$ cat config.mk
export PLATFORM = sky130hd
export DESIGN_NAME = sdcu_lane
export DESIGN_NICKNAME = d
export VERILOG_FILES = /design/src/rtl/stencil_diffusion_cell_update_core_macros.svh /design/src/rtl/sdcu_pkg.sv /design/src/rtl/sdcu_lane.sv
export SDC_FILE = /design/constraint.sdc
export NUM_CORES = 1
export LEC_CHECK = 0
export BUFFER_PORTS_ARGS = -buffer_cell sky130_fd_sc_hd__buf_2
export CAP_MARGIN = 20
export CORE_AREA = 8 8 84 86
export DETAILED_ROUTE_END_ITERATION = 8
export DIE_AREA = 0 0 92 94
export PLACE_DENSITY = 0.62
export SYNTH_ARGS = -nofsm -noshare
export SYNTH_HDL_FRONTEND = slang
export SYNTH_SLANG_ARGS = --single-unit
$ cat constraint.sdc
create_clock -name clock -period 3.5 [get_ports clock]
set_input_delay 0.35 -clock clock [delete_from_list [all_inputs] [get_ports clock]]
set_output_delay 0.35 -clock clock [all_outputs]
set_load 0.01 [all_outputs]
$ cat src/rtl/stencil_diffusion_cell_update_core_macros.svh
// ---------------------------------------------------------------------------
// Assertion macros for the stencil diffusion cell update core
// Concurrent checks clocked by clock and disabled while reset is high.
// ---------------------------------------------------------------------------
`ifndef STENCIL_DIFFUSION_CELL_UPDATE_CORE_MACROS_SVH
`define STENCIL_DIFFUSION_CELL_UPDATE_CORE_MACROS_SVH
`ifndef NO_ASSERTIONS
// same-cycle implication
`define SDCU_ASSERT_SAME(label, ante, cons, msg) \
   label: assert property (@(posedge clock) disable iff (reset) (ante) |-> (cons)) \
      else $error(msg);
// next-cycle implication
`define SDCU_ASSERT_NEXT(label, ante, cons, msg) \
   label: assert property (@(posedge clock) disable iff (reset) (ante) |=> (cons)) \
      else $error(msg);
`else
`define SDCU_ASSERT_SAME(label, ante, cons, msg)
`define SDCU_ASSERT_NEXT(label, ante, cons, msg)
`endif
`endif

$ cat src/rtl/sdcu_pkg.sv
// ---------------------------------------------------------------------------
// sdcu_pkg
// Widths, payload types and register indexes of the diffusion cell update.
// ---------------------------------------------------------------------------
`default_nettype none

package sdcu_pkg;

   localparam int VALUE_WIDTH     = 24;
   localparam int GAIN_WIDTH      = 24;
   localparam int OFFSET_WIDTH    = VALUE_WIDTH + 1;
   localparam int DIFF_WIDTH      = VALUE_WIDTH + 1;
   localparam int SUM_WIDTH       = VALUE_WIDTH + 3;
   localparam int PROD_WIDTH      = SUM_WIDTH + GAIN_WIDTH + 1;
   localparam int ACC_WIDTH       = PROD_WIDTH + 1;
   localparam int QUOT_WIDTH      = ACC_WIDTH - GAIN_WIDTH;
   localparam int RES_WIDTH       = QUOT_WIDTH + 1;
   localparam int NEIGHBORS       = 8;
   localparam int SIDES           = 4;
   localparam int USABLE_WIDTH    = 8;
   localparam int CSR_INDEX_WIDTH = 2;
   localparam int CSR_DATA_WIDTH  = (OFFSET_WIDTH > GAIN_WIDTH) ? OFFSET_WIDTH : GAIN_WIDTH;

   localparam logic [CSR_INDEX_WIDTH-1:0] CSR_SIDE_GAIN     = 2'd0;
   localparam logic [CSR_INDEX_WIDTH-1:0] CSR_CORNER_GAIN   = 2'd1;
   localparam logic [CSR_INDEX_WIDTH-1:0] CSR_TARGET_OFFSET = 2'd2;

   typedef logic        [VALUE_WIDTH-1:0]  value_type;
   typedef logic        [GAIN_WIDTH-1:0]   gain_type;
   typedef logic signed [OFFSET_WIDTH-1:0] offset_type;
   typedef logic signed [DIFF_WIDTH-1:0]   diff_type;
   typedef logic signed [SUM_WIDTH-1:0]    sum_type;
   typedef logic signed [PROD_WIDTH-1:0]   prod_type;
   typedef logic signed [ACC_WIDTH-1:0]    acc_type;
   typedef logic signed [RES_WIDTH-1:0]    res_type;

   localparam acc_type ROUND_HALF = acc_type'(1) <<< (GAIN_WIDTH - 1);

   typedef struct packed {
      value_type                center_value;
      value_type                east_value;
      value_type                north_value;
      value_type                west_value;
      value_type                south_value;
      value_type                northeast_value;
      value_type                northwest_value;
      value_type                southwest_value;
      value_type                southeast_value;
      logic [USABLE_WIDTH-1:0]  neighbor_usable;
      logic                     outside_disc;
   } req_payload_type;

   typedef struct packed {
      value_type new_value;
      logic      went_negative;
   } rsp_payload_type;

   // per-stage side information that rides along the datapath
   typedef struct packed {
      logic      outside_disc;
      value_type center_value;
   } ctx_type;

endpackage

`default_nettype wire

$ cat src/rtl/sdcu_lane.sv
// ---------------------------------------------------------------------------
// sdcu_lane
// One neighbor lane: registered masked difference neighbor minus center.
// ---------------------------------------------------------------------------
`default_nettype none

module sdcu_lane (
   input  wire logic               clock,
   input  wire logic               advance,
   input  wire sdcu_pkg::value_type neighbor_value,
   input  wire sdcu_pkg::value_type center_value,
   input  wire logic               usable,
   output sdcu_pkg::diff_type      diff
);
   import sdcu_pkg::*;

   diff_type diff_ff;
   diff_type diff_in;

   always_comb begin
      if (usable) begin
         diff_in = $signed({1'b0, neighbor_value}) - $signed({1'b0, center_value});
      end else begin
         diff_in = '0;
      end
   end

   always_ff @(posedge clock) begin
      if (advance) begin
         diff_ff <= diff_in;
      end
   end

   assign diff = diff_ff;

endmodule

`default_nettype wire

# Word-level counts from Yosys, hierarchy flattened
# Cells that the tools add are included.
[classes]
addsub = 1
[op_table]
columns = ["cell", "n"]
rows = [
  ["24-bit by 24-bit subtractor with 25-bit output", 1],
]
[word_totals]
ff_bits = 25
in_bits = 51
out_inout_bits = 25
elab_cells = 2

# Longest topological paths before layout
[depth]
depth_word = 1
ltp_mapped = 10
depth_no_buf = 10

# Worst setup path after synthesis
# No wires, ideal clock.
[synth_path]
path_kind = "input port to flip-flop"
startpoint = "input port neighbor_value[0]"
endpoint = "register diff_ff[18] (netlist: diff[18]), data pin"
setup_ns = 0.138
t_arrival_ns = 2.283
required_time_ns = 3.362
setup_slack_ns = 1.080
cell_stages = 10
path_buffers = 0
path_cell_list = "inv_1 -> ha_1 -> fa_1 -> and2b_4 -> o2111ai_1 -> a21oi_1 -> or3_4 -> a21oi_4 -> or4b_1 -> nand4_1"
[synth_via]
elab_chain_len = 1
[synth_lines]
columns = ["element", "line", "source"]
rows = [
  ["from (decl)", "sdcu_lane.sv:10", "input wire sdcu_pkg::value_type neighbor_value,"],
  ["24-bit by 24-bit subtractor with 25-bit output", "sdcu_lane.sv:22", "diff_in = $signed({1'b0, neighbor_value}) - $signed({1'b0, center_value});"],
  ["to (signal assigned)", "sdcu_lane.sv:30", "diff_ff <= diff_in;"],
  ["to (decl)", "sdcu_lane.sv:17", "diff_type diff_ff;"],
]
# No other way between the ends.
# A chain may end at the register's enable or synchronous reset.

# Worst setup path in the final report
# Same ends and word-level chain as after synthesis.

==> impl_results.md <==
* LEAKAGE at ~0.0013 uW
* YS warnings at 0
* Critical path startpoint category: primary input
* Setup violations, final at 0
* Outcome: completed
* Slew Viols, Final at 0
* Final hold viol count at 0
* Die height at between 90 and 100 um
* Tightest hold margin at around 0.47 ns
* Gr ovfl total at 0
* Via density at approximately 4.8
* Vias in the first global route at approximately 1900
* Post-synth EDFFs at 25
* Root Buffer: clkbuf_8
* Area growth from synthesis to layout at 22.3%
* Tot GR Track Use at about 11%
* Max-cap violations at 0
* Final HPWL DP at 4360 um
* WL final at roughly 5000 um
* PortBufs at 75
* Htree depth at 1
* Drt drc at 0
* Non-Filler Instances at about 400
* Critical Path Source: neighbor_value[0]
* DIE WIDTH at between 90 and 100 um
* Clock buffer depth at 2
* Final min period at 2.38 ns
* Slew margin rel. at about 65%
* Hold Buf Count CTS at 0
* Crit end category: register
* Post-Syn Instances at roughly 250
* Pin count of the biggest net entering global routing at 33
* Slowest CP cell: or4b_1
* Via count at roughly 1900
* P per Cell Area at roughly 330 nW/um2
* Syn_nets at roughly 320
* RSZ-0062 raised after global routing: false
* DIE AREA at a little under 9000 um2
* Syn avg cell area at ~8.9 um2
* Drt first-iter violations at 92
* Arrival time worst endpoint at about 2.5 ns
* Final worst-path cycle share at between 60% and 70%
* Gpl congestion at 0.842
* CP cell instances: buf_2 > inv_1 > ha_1 > fa_1 > and2b_4 > o2111ai_1 > a21oi_1 > or3_4 > a21oi_4 > or4b_1 > nand4_1
* Core Footprint at ~5700 um2
* Initial Util at between 30% and 40%
* HP Start: center_value[0]
* Placed Cells at a little under 400
* Ys flop type: edfxtp_1
* Initial antenna violation count at 0
* Diodes inserted at 0
* Antenna Nets Post-Route at 0
* First-pass DRT Iterations at 4
* Slowest cell delay on critical path at slightly above 0.5 ns
* Row Count at 28
* TNS Setup at 0 ns
* Wire per inst at around 13 um
* Number of buffers created by CTS at 3
* Post-CTS Resized at 0
* Largest register FFs at 25
* Global-route wire length before repair at 8390 um
* Critical path start-end classification: primary input to register
* Setup Fix Bufs, Post-CTS at 0
* Max VDD drop at 0.126 mV
* Num Clock Sinks at 25
* Share of post-route cells with drive strength above 1 at between 20% and 30%
* I/O pin total at 76
* Maximum fanout along the worst path at 4
* Mapped Area at between 2000 and 2500 um2
* Async S/R FF share, synth at 0%
* Synth Register Bits at 25
* Max Clk Rate at about 420 MHz
* Register clock-pin slew on the reported worst setup and hold paths at 0.08 ns
* Least-Margin Pin Slew at approximately 0.52 ns
* Nets at 395
* Hold Path Class: primary input to register
* Data required, critical path at 3.63 ns
* Unique masters post-synth at 45
* TritonCTS clock tree: built
* Sequential-to-total area share from yosys stat at between 30% and 40%
-- layer usage --
layer  GRT usage (%)  up-vias  part of all wire [%]
met5               0        -                     0
met4            3.62        0                  0.90
met3            1.36        4                   4.3
met2            17.2       50                    42
met1            16.5      818                    53
li1                -     1022                     -
-- cell families (layout without fill, tap and decap cells) --
kind of cell / after synthesis / count (layout) / synth area share [%]
multiplexers: 4 / 4 / 1.82
flip-flops: 25 / 25 / 34.1
adder cells (fa/ha/maj): 25 / 25 / 14.6
AND/OR/NAND/NOR: 79 / 79 / 19.8
XOR/XNOR: 14 / 14 / 5.57
AO/OA/AOI/OAI: 63 / 63 / 17.9
buffers and inverters: 36 / 108 / 6.20
-- worst max-delay path, delay by kind of cell --
family | cells | cell delay [ns]
adder cells (fa/ha/maj) | 2 | 0.59
buffers and inverters | 2 | 0.10
AND/OR/NAND/NOR | 4 | 1.06
AO/OA/AOI/OAI | 3 | 0.40
-- cells in the mapped netlist, drive strengths merged, types with 3 or more instances --
| cell type | n | share of area [%] |
|---|---|---|
| a211oi | 3 | 1.0 |
| a21o | 4 | 1.4 |
| a21oi | 30 | 7.5 |
| and2 | 13 | 3.7 |
| clkbuf | 5 | 0.85 |
| edfxtp | 25 | 34 |
| ha | 24 | 14 |
| inv | 29 | 4.9 |
| mux2i | 4 | 1.8 |
| nand2 | 19 | 3.2 |
| nand2b | 4 | 1.1 |
| nand3 | 3 | 0.68 |
| nand4 | 10 | 2.8 |
| nor2 | 11 | 1.9 |
| nor2b | 5 | 1.4 |
| o21ai | 12 | 2.7 |
| o21bai | 3 | 1.0 |
| xnor2 | 10 | 4.0 |
| xor2 | 4 | 1.6 |
-- cell type report --
class | instances | area [um2]
fill | 609 | 3050
inverter | 29 | 109
tap | 75 | 93.8
clock buffer | 3 | 41.3
sequential | 25 | 751
clock inverter | 1 | 7.51
timing repair buffer | 75 | 375
multi-input combinational | 185 | 1310
-- per-stage QoR --
stage	power [uW]	util, %	area (um2)	setup slack (ns)
2_1_floorplan	620	-	2200	1.08
3_3_place_gp	737	46.0	2640	0.891
3_5_place_dp	737	46.0	2640	0.846
4_1_cts	902	46.8	2690	1.11
5_1_grt	951	46.8	2690	0.993
6_report	894	46.8	2690	1.12
-- layout by cell type, fill, tap and decap left out, types with 11 or more instances in the layout --
| cell | count |
|---|---|
| o21ai_0 | 11 |
| nand2_1 | 19 |
| nor2_1 | 11 |
| a21oi_1 | 28 |
| edfxtp_1 | 25 |
| and2_1 | 13 |
| ha_1 | 24 |
| buf_2 | 75 |
| inv_1 | 29 |
-- path summary, 6_finish.rpt --
| kind | to | cells after the start |
|---|---|---|
| setup / recovery | diff[18] | 11 |
| hold / removal | diff[0] | 3 |
-- power by group --
part	switching [uW]	internal, uW
clock network	84.7	80.4
logic	193	154
registers	7.55	374
No activity file was read; power rests on OpenSTA's default activity.
