===== src/rtl/stencil_diffusion_cell_update_core_macros.svh =====
// ---------------------------------------------------------------------------
// Assertion macros for the stencil diffusion cell update core
// Concurrent checks clocked by clock and disabled while reset is high.
// ---------------------------------------------------------------------------
`ifndef STENCIL_DIFFUSION_CELL_UPDATE_CORE_MACROS_SVH
`define STENCIL_DIFFUSION_CELL_UPDATE_CORE_MACROS_SVH
`ifndef NO_ASSERTIONS
// same-cycle implication
`define SDCU_ASSERT_SAME(label, ante, cons, msg) \
   label: assert property (@(posedge clock) disable iff (reset) (ante) |-> (cons)) \
      else $error(msg);
// next-cycle implication
`define SDCU_ASSERT_NEXT(label, ante, cons, msg) \
   label: assert property (@(posedge clock) disable iff (reset) (ante) |=> (cons)) \
      else $error(msg);
`else
`define SDCU_ASSERT_SAME(label, ante, cons, msg)
`define SDCU_ASSERT_NEXT(label, ante, cons, msg)
`endif
`endif


===== src/rtl/sdcu_pkg.sv =====
// ---------------------------------------------------------------------------
// sdcu_pkg
// Widths, payload types and register indexes of the diffusion cell update.
// ---------------------------------------------------------------------------
`default_nettype none

package sdcu_pkg;

   localparam int VALUE_WIDTH     = 24;
   localparam int GAIN_WIDTH      = 24;
   localparam int OFFSET_WIDTH    = VALUE_WIDTH + 1;
   localparam int DIFF_WIDTH      = VALUE_WIDTH + 1;
   localparam int SUM_WIDTH       = VALUE_WIDTH + 3;
   localparam int PROD_WIDTH      = SUM_WIDTH + GAIN_WIDTH + 1;
   localparam int ACC_WIDTH       = PROD_WIDTH + 1;
   localparam int QUOT_WIDTH      = ACC_WIDTH - GAIN_WIDTH;
   localparam int RES_WIDTH       = QUOT_WIDTH + 1;
   localparam int NEIGHBORS       = 8;
   localparam int SIDES           = 4;
   localparam int USABLE_WIDTH    = 8;
   localparam int CSR_INDEX_WIDTH = 2;
   localparam int CSR_DATA_WIDTH  = (OFFSET_WIDTH > GAIN_WIDTH) ? OFFSET_WIDTH : GAIN_WIDTH;

   localparam logic [CSR_INDEX_WIDTH-1:0] CSR_SIDE_GAIN     = 2'd0;
   localparam logic [CSR_INDEX_WIDTH-1:0] CSR_CORNER_GAIN   = 2'd1;
   localparam logic [CSR_INDEX_WIDTH-1:0] CSR_TARGET_OFFSET = 2'd2;

   typedef logic        [VALUE_WIDTH-1:0]  value_type;
   typedef logic        [GAIN_WIDTH-1:0]   gain_type;
   typedef logic signed [OFFSET_WIDTH-1:0] offset_type;
   typedef logic signed [DIFF_WIDTH-1:0]   diff_type;
   typedef logic signed [SUM_WIDTH-1:0]    sum_type;
   typedef logic signed [PROD_WIDTH-1:0]   prod_type;
   typedef logic signed [ACC_WIDTH-1:0]    acc_type;
   typedef logic signed [RES_WIDTH-1:0]    res_type;

   localparam acc_type ROUND_HALF = acc_type'(1) <<< (GAIN_WIDTH - 1);

   typedef struct packed {
      value_type                center_value;
      value_type                east_value;
      value_type                north_value;
      value_type                west_value;
      value_type                south_value;
      value_type                northeast_value;
      value_type                northwest_value;
      value_type                southwest_value;
      value_type                southeast_value;
      logic [USABLE_WIDTH-1:0]  neighbor_usable;
      logic                     outside_disc;
   } req_payload_type;

   typedef struct packed {
      value_type new_value;
      logic      went_negative;
   } rsp_payload_type;

   // per-stage side information that rides along the datapath
   typedef struct packed {
      logic      outside_disc;
      value_type center_value;
   } ctx_type;

endpackage

`default_nettype wire


===== src/rtl/sdcu_merge.sv =====
// ---------------------------------------------------------------------------
// sdcu_merge
// Merge stage: sums side lanes and corner lanes into two registered totals.
// ---------------------------------------------------------------------------
`default_nettype none

module sdcu_merge (
   input  wire logic              clock,
   input  wire logic              advance,
   input  wire sdcu_pkg::diff_type lane_diff [sdcu_pkg::NEIGHBORS],
   output sdcu_pkg::sum_type      side_sum,
   output sdcu_pkg::sum_type      corner_sum
);
   import sdcu_pkg::*;

   sum_type side_sum_ff;
   sum_type side_sum_in;
   sum_type corner_sum_ff;
   sum_type corner_sum_in;

   always_comb begin
      side_sum_in   = '0;
      corner_sum_in = '0;
      for (int i = 0; i < SIDES; i++) begin
         side_sum_in   = side_sum_in + sum_type'(lane_diff[i]);
         corner_sum_in = corner_sum_in + sum_type'(lane_diff[SIDES + i]);
      end
   end

   always_ff @(posedge clock) begin
      if (advance) begin
         side_sum_ff   <= side_sum_in;
         corner_sum_ff <= corner_sum_in;
      end
   end

   assign side_sum   = side_sum_ff;
   assign corner_sum = corner_sum_ff;

endmodule

`default_nettype wire


===== config.mk =====
export PLATFORM = sky130hd
export DESIGN_NAME = sdcu_merge
export DESIGN_NICKNAME = d
export VERILOG_FILES = /design/src/rtl/stencil_diffusion_cell_update_core_macros.svh /design/src/rtl/sdcu_pkg.sv /design/src/rtl/sdcu_merge.sv
export SDC_FILE = /design/constraint.sdc
export NUM_CORES = 1
export LEC_CHECK = 0
export BUFFER_PORTS_ARGS = -buffer_cell sky130_fd_sc_hd__buf_4
export CORE_MARGIN = 2
export CORE_UTILIZATION = 35
export CTS_BUF_LIST = sky130_fd_sc_hd__clkbuf_4
export DETAILED_ROUTE_END_ITERATION = 10
export PLACE_DENSITY = 0.71
export SLEW_MARGIN = 15
export SYNTH_ARGS = -nofsm -noshare
export SYNTH_HDL_FRONTEND = slang
export SYNTH_SLANG_ARGS = --single-unit

===== constraint.sdc =====
create_clock -name clock -period 4.35 [get_ports clock]
set_clock_uncertainty 0.15 [all_clocks]
set_input_delay 0.87 -clock clock [delete_from_list [all_inputs] [get_ports clock]]
set_output_delay 0.87 -clock clock [all_outputs]
set_load 0.005 [all_outputs]

# After elaboration in Yosys (flattened, before gate mapping)
# Cells that the tools add are included.
# Widths: inputs -> output; s select.
# totals
ff_bits	54
in_bits	202
output_inout_bits	54
elab_cells	8
# op_classes
add_sub_neg	6
# ops
cell	n
$add 26x25->27	2
$add 27x25->27	2
$add 25x25->26	2

# Longest topological paths before layout
# Gate-level depths: netlist (run 1).
# logic_depth
ltp_word	3
depth_mapped	15
mapped_depth_nobuf	15

# Worst setup path after synthesis (run 1)
# No wires, ideal clock.
# synth_path
path_type	in2reg
from	in lane_diff[1] in the netlist's numbering
to	reg corner_sum_ff[25] (netlist: corner_sum[25]), data pin
setup_ns	0.269
t_arrival_ns	3.904
required_time_ns	3.931
setup_slack_ns	0.028
stages	15
n_path_buf	0
cell_sequence	inv_1 -> fa_1 -> fa_1 -> inv_1 -> ha_1 -> inv_1 -> fa_1 -> nor2b_1 -> o21ai_0 -> a21boi_1 -> o21ai_0 -> a21oi_1 -> a211oi_1 -> o31ai_1 -> xor2_1
# synth_via
elab_chain_len	1
# synth_lines
item	line	rtl
start, declared	sdcu_merge.sv:10	input wire sdcu_pkg::diff_type lane_diff [sdcu_pkg::NEIGHBORS],
$add 27x25->27	sdcu_merge.sv:26	corner_sum_in = corner_sum_in + sum_type'(lane_diff[SIDES + i]);
named net corner_sum_in[25]	sdcu_merge.sv:19	sum_type corner_sum_in;
end signal, assigned	sdcu_merge.sv:33	corner_sum_ff <= corner_sum_in;
end, declared	sdcu_merge.sv:18	sum_type corner_sum_ff;
# The timed path passes the listed nets, and every way through them passes these cells.
# A chain may end at the register's enable or synchronous reset.

# Worst setup path after layout (run 1)
# layout_path
from	in lane_diff[101] in the netlist's numbering
to	reg side_sum_ff[19] (netlist: side_sum[19]), data pin
# layout_via
elab_chain_len	1
# layout_lines
item	line	rtl
$add 27x25->27	sdcu_merge.sv:25	side_sum_in = side_sum_in + sum_type'(lane_diff[i]);
named net side_sum_in[19]	sdcu_merge.sv:17	sum_type side_sum_in;
end signal, assigned	sdcu_merge.sv:32	side_sum_ff <= side_sum_in;
end, declared	sdcu_merge.sv:16	sum_type side_sum_ff;
# The timed path passes the listed nets, and every way through them passes these cells.

==> qor.csv, run 1 <==
stage,metric,value,unit
place,place.gp.congestion,0.8566,
die,io_pins,256,
global_route,antenna_found_initial,0,
setup_path,cp_max_fo,4,
die,num_rows,53,
layout,drive_above_1_share,29.59,%
global_route,grt_pass1_vias,6160,
setup_path,criticalPathCategory,in -> reg,
die,dieArea,0.02226,mm2
die,die_x,149.2,um
sta,maxSlewViolCount,0,
setup_path,cpPeakStageDelay,640,ps
sta,worst_pin_slew,782.0,ps
clocking,clockBufferDepth,2,
clocking,cts-buffers-inserted,5,
yosys,yosysTopAreaCell,fa_1,
sta,finalSetupViolCount,0,
die,die-height,149.2,um
layout,area_delta_synth_final,35.50,%
detailed_routing,finalWirelength,17380,um
yosys,ys_ff_latch,54,
clocking,cts.reportedPaths.clkPinSlew,160,ps
clocking,cts.sinks,54,
detailed_routing,dr.pass1.iters,4,
detailed_routing,num_vias,6159,
die,initial_utilization,35.33,%
sta,min_period,4150,ps
clocking,cts_tree,yes,
layout,diodes,0,
pwr,p_leak,5.553,nW
layout,nets,1468,
yosys,synth_edf_count,54,
global_route,grt-ovfl-total,0,
yosys,async_reset_ff_share,0,%
detailed_routing,vias_per_cell,4.441,
yosys,synth_warnings,0,
setup_path,endpoint_kind,flop,
setup_path,path_cells,buf_4 > inv_1 > fa_1 > fa_1 > inv_1 > ha_1 > inv_1 > fa_1 > nor2b_1 > o21a_1 > o21a_1 > o31a_2 > a31o_2 > a211oi_2 > or4b_2 > nand3_1,
place,portBuffers,255,
setup_path,path_buf_inv,4,
pwr,ir_worst_vdd,159.8,uV
detailed_routing,drc,0,
setup_path,cp.arrival,4290,ps
place,hpwl,15180,um
yosys,ys_dominant_reg_cell,edfxtp_1,
yosys,synth_top_area_share,27.67,%
hold_path,hold_class,in -> reg,
sta,hold_slack,611.1,ps
yosys,ys_seq_area_share,21.97,%
hold_path,min_path_cells,2,
global_route,grt_max_degree,55,
sta,grt_setup_unrepaired,false,
setup_path,critical_path_depth,16,
clocking,h-tree-depth,2,
sta,max_freq,241.0,MHz
yosys,synth.avg_cell_area,9.077,um2
detailed_routing,post_drt_wl_per_cell,12.53,um
detailed_routing,drtIter0Drc,190,
yosys,yosysUniqueCellTypes,55,
setup_path,path_delay_family,adder cells,
setup_path,required,4490,ps
global_route,grtUsageTotal,15.80,%
global_route,grt_pass1_wl,28260,um
pwr,p_per_area,421.4,mW/mm2
setup_path,start_kind,input port,
flow_run,drv.max_cap_violation_count,0,
sta,fin_crit_sh,95.41,%
detailed_routing,postRouteAntennaNets,0,
status,status,finished clean,
setup_path,cpMaxStageDelayCell,or4b_2,
pwr,finalPower,0.004214,W
clocking,clock-root-buffer,clkbuf_4,
yosys,syn_area,0.007380,mm2
yosys,syn_nets,1169,
yosys,netlist_instances,813,
die,coreArea,0.02089,mm2
sta,hold_viol,0,
layout,fillCellCount,2016,
sta,slew_headroom,47.86,%
yosys,synth_area_leaders,"fa_1 (28%), edfxtp_1 (22%), inv_1 (16%)",
## path summary, 6_finish.rpt
kind                            from                endpoint  slack, ps
worst min-delay path  lane_diff[175]   side_sum[0]$_DFFE_PP_        610
worst max-delay path  lane_diff[101]  side_sum[19]$_DFFE_PP_        200
## cell type report
class | count | area (um2) | share of cell area, %
inverters | 311 | 1167 | 11.67
clock buffers | 5 | 37.54 | 0.3754
clock inverters | 2 | 33.78 | 0.3378
flip-flops and latches | 54 | 1622 | 16.22
multi-input cells | 435 | 4506 | 45.06
well taps | 275 | 344.1 | 3.441
repair buffers | 305 | 2290 | 22.90
## metrics by stage
step                      util, %  cell area, um2  std cells  TNS, ps  setup WS [ps]
after floorplan                 -            7380        813        0          27.70
after global placement      47.48            9918       1380    -1645         -254.9
after detailed placement    47.48            9918       1380    -2547         -348.0
after CTS                   47.82            9990       1387        0          153.1
after global routing        47.87           10000       1387        0          41.80
final                       47.87           10000       1387        0          199.8
## synthesized netlist by cell type, drive strengths merged (2+ instances only)
| master | count |
|---|---|
| o21ai | 25 |
| o21bai | 3 |
| ha | 52 |
| o21a | 5 |
| a211o | 2 |
| nand2 | 24 |
| fa | 102 |
| nand3 | 11 |
| and3 | 2 |
| nand2b | 5 |
| a221oi | 2 |
| inv | 311 |
| clkbuf | 5 |
| or3 | 2 |
| nor2 | 25 |
| nor2b | 7 |
| o2111ai | 2 |
| nor3 | 8 |
| a31oi | 7 |
| buf | 8 |
| o31ai | 3 |
| a21o | 24 |
| a31o | 3 |
| a2111oi | 2 |
| a21oi | 42 |
| xor2 | 15 |
| xnor2 | 28 |
| a211oi | 9 |
| edfxtp | 54 |
| nand4 | 7 |
| a21boi | 4 |
## report_power, final
| group | switching [W] | total (W) | internal, W |
|---|---|---|---|
| Sequential | 0.0000736 | 0.00102 | 0.000946 |
| Clock | 0.000181 | 0.000298 | 0.000116 |
| Combinational | 0.00143 | 0.00290 | 0.00147 |
| Total | 0.00168 | 0.00421 | 0.00253 |
## registers in the layout (all words and copies together) (netlist names)
signal and cells:
corner_sum 27, side_sum 27
## routing by layer
layer  GRT usage (%)  vias to the layer above  wire, um
li1                -                     3066         -
met1           20.33                     2899      7457
met2           27.72                      188      8476
met3           3.884                        6      1366
met4           1.905                        0        83
met5               0                        -         0
## logic make-up (layout without fill, tap and decap cells)
kind of cell	Yosys count	after routing	share of synthesized area, %
XOR/XNOR	43	43	5.104
buffers and inverters	324	623	17.11
AO/OA/AOI/OAI	138	138	12.56
AND/OR/NAND/NOR	100	100	6.765
flip-flops	54	54	21.97
adder cells (fa/ha/maj)	154	154	36.49
## timing repair
item                                    4_1_cts  5_1_grt
resized for setup                             0        2
setup buffers                                 0        0
hold buffers                                  0        0
endpoints found under the hold margin         0        0
endpoints found under the setup margin        0        3
## cells in the final DEF (no fill, tap or decap), types with 2 or more instances in the layout
cell / Yosys / layout
inv_1: 311 / 311
xor2_1: 15 / 15
a21oi_1: 42 / 42
and3_2: 2 / 2
a31oi_1: 6 / 6
a211oi_2: 2 / 3
nand2b_1: 5 / 5
nor2_1: 25 / 25
a2111oi_0: 2 / 2
clkbuf_4: 0 / 5
fa_1: 102 / 102
o21bai_1: 3 / 3
ha_1: 52 / 52
a21o_1: 23 / 23
nand4_1: 7 / 7
a211oi_1: 7 / 6
nor2b_1: 7 / 7
a21boi_0: 3 / 3
buf_4: 4 / 305
nand3_1: 11 / 11
nand2_1: 24 / 24
edfxtp_1: 54 / 54
o21a_1: 5 / 5
or3_1: 2 / 2
a211o_1: 2 / 2
o21ai_0: 23 / 23
nor3_1: 8 / 8
xnor2_1: 28 / 28
a31o_2: 3 / 3
o2111ai_1: 2 / 2
o31ai_2: 1 / 2
No activity file was read; power rests on OpenSTA's default activity.
==> inputs of run 2 (changes only) <==
--- a/config.mk
+++ b/config.mk
@@ -10,7 +10,7 @@
 export CORE_UTILIZATION = 35
 export CTS_BUF_LIST = sky130_fd_sc_hd__clkbuf_4
 export DETAILED_ROUTE_END_ITERATION = 10
-export PLACE_DENSITY = 0.71
+export PLACE_DENSITY = 0.67
 export SLEW_MARGIN = 15
 export SYNTH_ARGS = -nofsm -noshare
 export SYNTH_HDL_FRONTEND = slang
==> qor.csv, run 2 (synthesis results as in run 1) <==
stage,metric,value,unit
detailed_routing,finalWirelength,17210,um
setup_path,cpMaxStageDelayCell,fa_1,
detailed_routing,post_drt_wl_per_cell,12.36,um
sta,slew_headroom,46.59,%
place,portBuffers,255,
setup_path,required,4390,ps
layout,nets,1472,
pwr,finalPower,0.004245,W
sta,grt_setup_unrepaired,false,
sta,finalSetupViolCount,0,
pwr,ir_worst_vdd,142.7,uV
sta,fin_crit_sh,94.92,%
detailed_routing,dr.pass1.iters,4,
die,initial_utilization,35.33,%
setup_path,endpoint_kind,flop,
sta,fin_tns_setup,0,ps
place,place.gp.congestion,0.8550,
place,place_inst,1384,
detailed_routing,vias_per_cell,4.404,
place,dp_slack,-314.4,ps
sta,min_period,4129,ps
layout,final_cell_area,0.01005,mm2
die,coreArea,0.02089,mm2
die,die-height,149.2,um
detailed_routing,drc,0,
die,dieArea,0.02226,mm2
setup_path,cp_max_fo,4,
clocking,h-tree-depth,2,
sta,max_freq,242.2,MHz
clocking,cts-buffers-inserted,5,
layout,final_cell_mix,"inv_1 (311), buf_4 (309), fa_1 (102)",
clocking,cts.reportedPaths.clkPinSlew,170,ps
layout,area_delta_synth_final,36.16,%
hold_path,min_path_cells,2,
die,die_x,149.2,um
global_route,grt_pass1_wl,27990,um
clocking,clock-root-buffer,clkbuf_4,
setup_path,cp.arrival,4170,ps
place,hpwl,14910,um
detailed_routing,postRouteAntennaNets,0,
setup_path,cpPeakStageDelay,550,ps
status,status,finished clean,
setup_path,start_kind,input port,
sta,hold_viol,0,
layout,fin_cells,1393,
pwr,p_per_area,422.5,mW/mm2
detailed_routing,drtIter0Drc,213,
die,io_pins,256,
pwr,p_leak,5.579,nW
die,num_rows,53,
clocking,clockBufferDepth,2,
global_route,grt_max_degree,55,
global_route,antenna_found_initial,2,
clocking,cts.sinks,54,
layout,final_common_cell,inv_1,
setup_path,criticalPathCategory,in -> reg,
clocking,postCtsHoldBufs,0,
setup_path,path_cells,buf_4 > inv_1 > fa_1 > fa_1 > inv_1 > ha_1 > inv_1 > fa_1 > nor2b_1 > o21ai_0 > a21boi_1 > o21ai_0 > a21oi_2 > a211oi_2 > o31ai_1 > xor2_1,
global_route,grt_pass1_vias,6090,
detailed_routing,num_vias,6135,
sta,maxSlewViolCount,0,
layout,drive_above_1_share,30.08,%
sta,worst_pin_slew,801.2,ps
sta,setup_ws,221.1,ps
place,place_area,0.009948,mm2
global_route,grt-ovfl-total,0,
flow_run,drv.max_cap_violation_count,0,
layout,fillCellCount,1997,
hold_path,hold_class,in -> reg,
clocking,cts_tree,yes,
global_route,grtUsageTotal,15.68,%
run 2: layout make-up:
type	instances	area, um2	area share [%]
clock buffer	7	52.55	0.5230
inverter	311	1167	11.62
sequential	54	1622	16.14
antenna	1	2.502	0.02490
clock inverter	1	30.03	0.2988
multi-input combinational	435	4511	44.89
tap	275	344.1	3.424
timing repair buffer	309	2320	23.09
run 2: power breakdown:
part	internal [W]	switching, W
logic	0.00149	0.00143
registers	0.000946	0.0000721
clock network	0.000135	0.000179
total	0.00257	0.00168
run 2: metal layers:
layer	vias up	share of wire, %	GRT usage (%)
met5	-	0.058	0
met4	2	0.85	2.952
met3	13	8.6	3.639
met2	187	48	26.68
met1	2860	43	20.59
li1	3073	-	-
run 2: worst max-delay path, delay by kind of cell:
kind | cells | cell delay (ps)
adder cells (fa/ha/maj) | 4 | 1680
AND/OR/NAND/NOR | 1 | 110
XOR/XNOR | 1 | 100
buffers and inverters | 4 | 270
AO/OA/AOI/OAI | 6 | 1120
run 2: worst paths after layout:
kind | start | end | slack, ps
hold / removal | lane_diff[175] | side_sum[0]$_DFFE_PP_ | 590
setup / recovery | lane_diff[1] | corner_sum[25]$_DFFE_PP_ | 220
run 2: timing repair:
action,4_1_cts,5_1_grt
setup buffers,0,0
endpoints found under the hold margin,0,0
setup endpoints to repair,0,3
gates resized for setup,0,3
run 2: through the flow:
stage / hold slack, ps / util, %
floorplan: 832.5 / -
global placement: 1019 / 47.63
detailed placement: 1019 / 47.63
CTS: 544.0 / 48.02
global route: 551.3 / 48.10
finish: 587.8 / 48.10
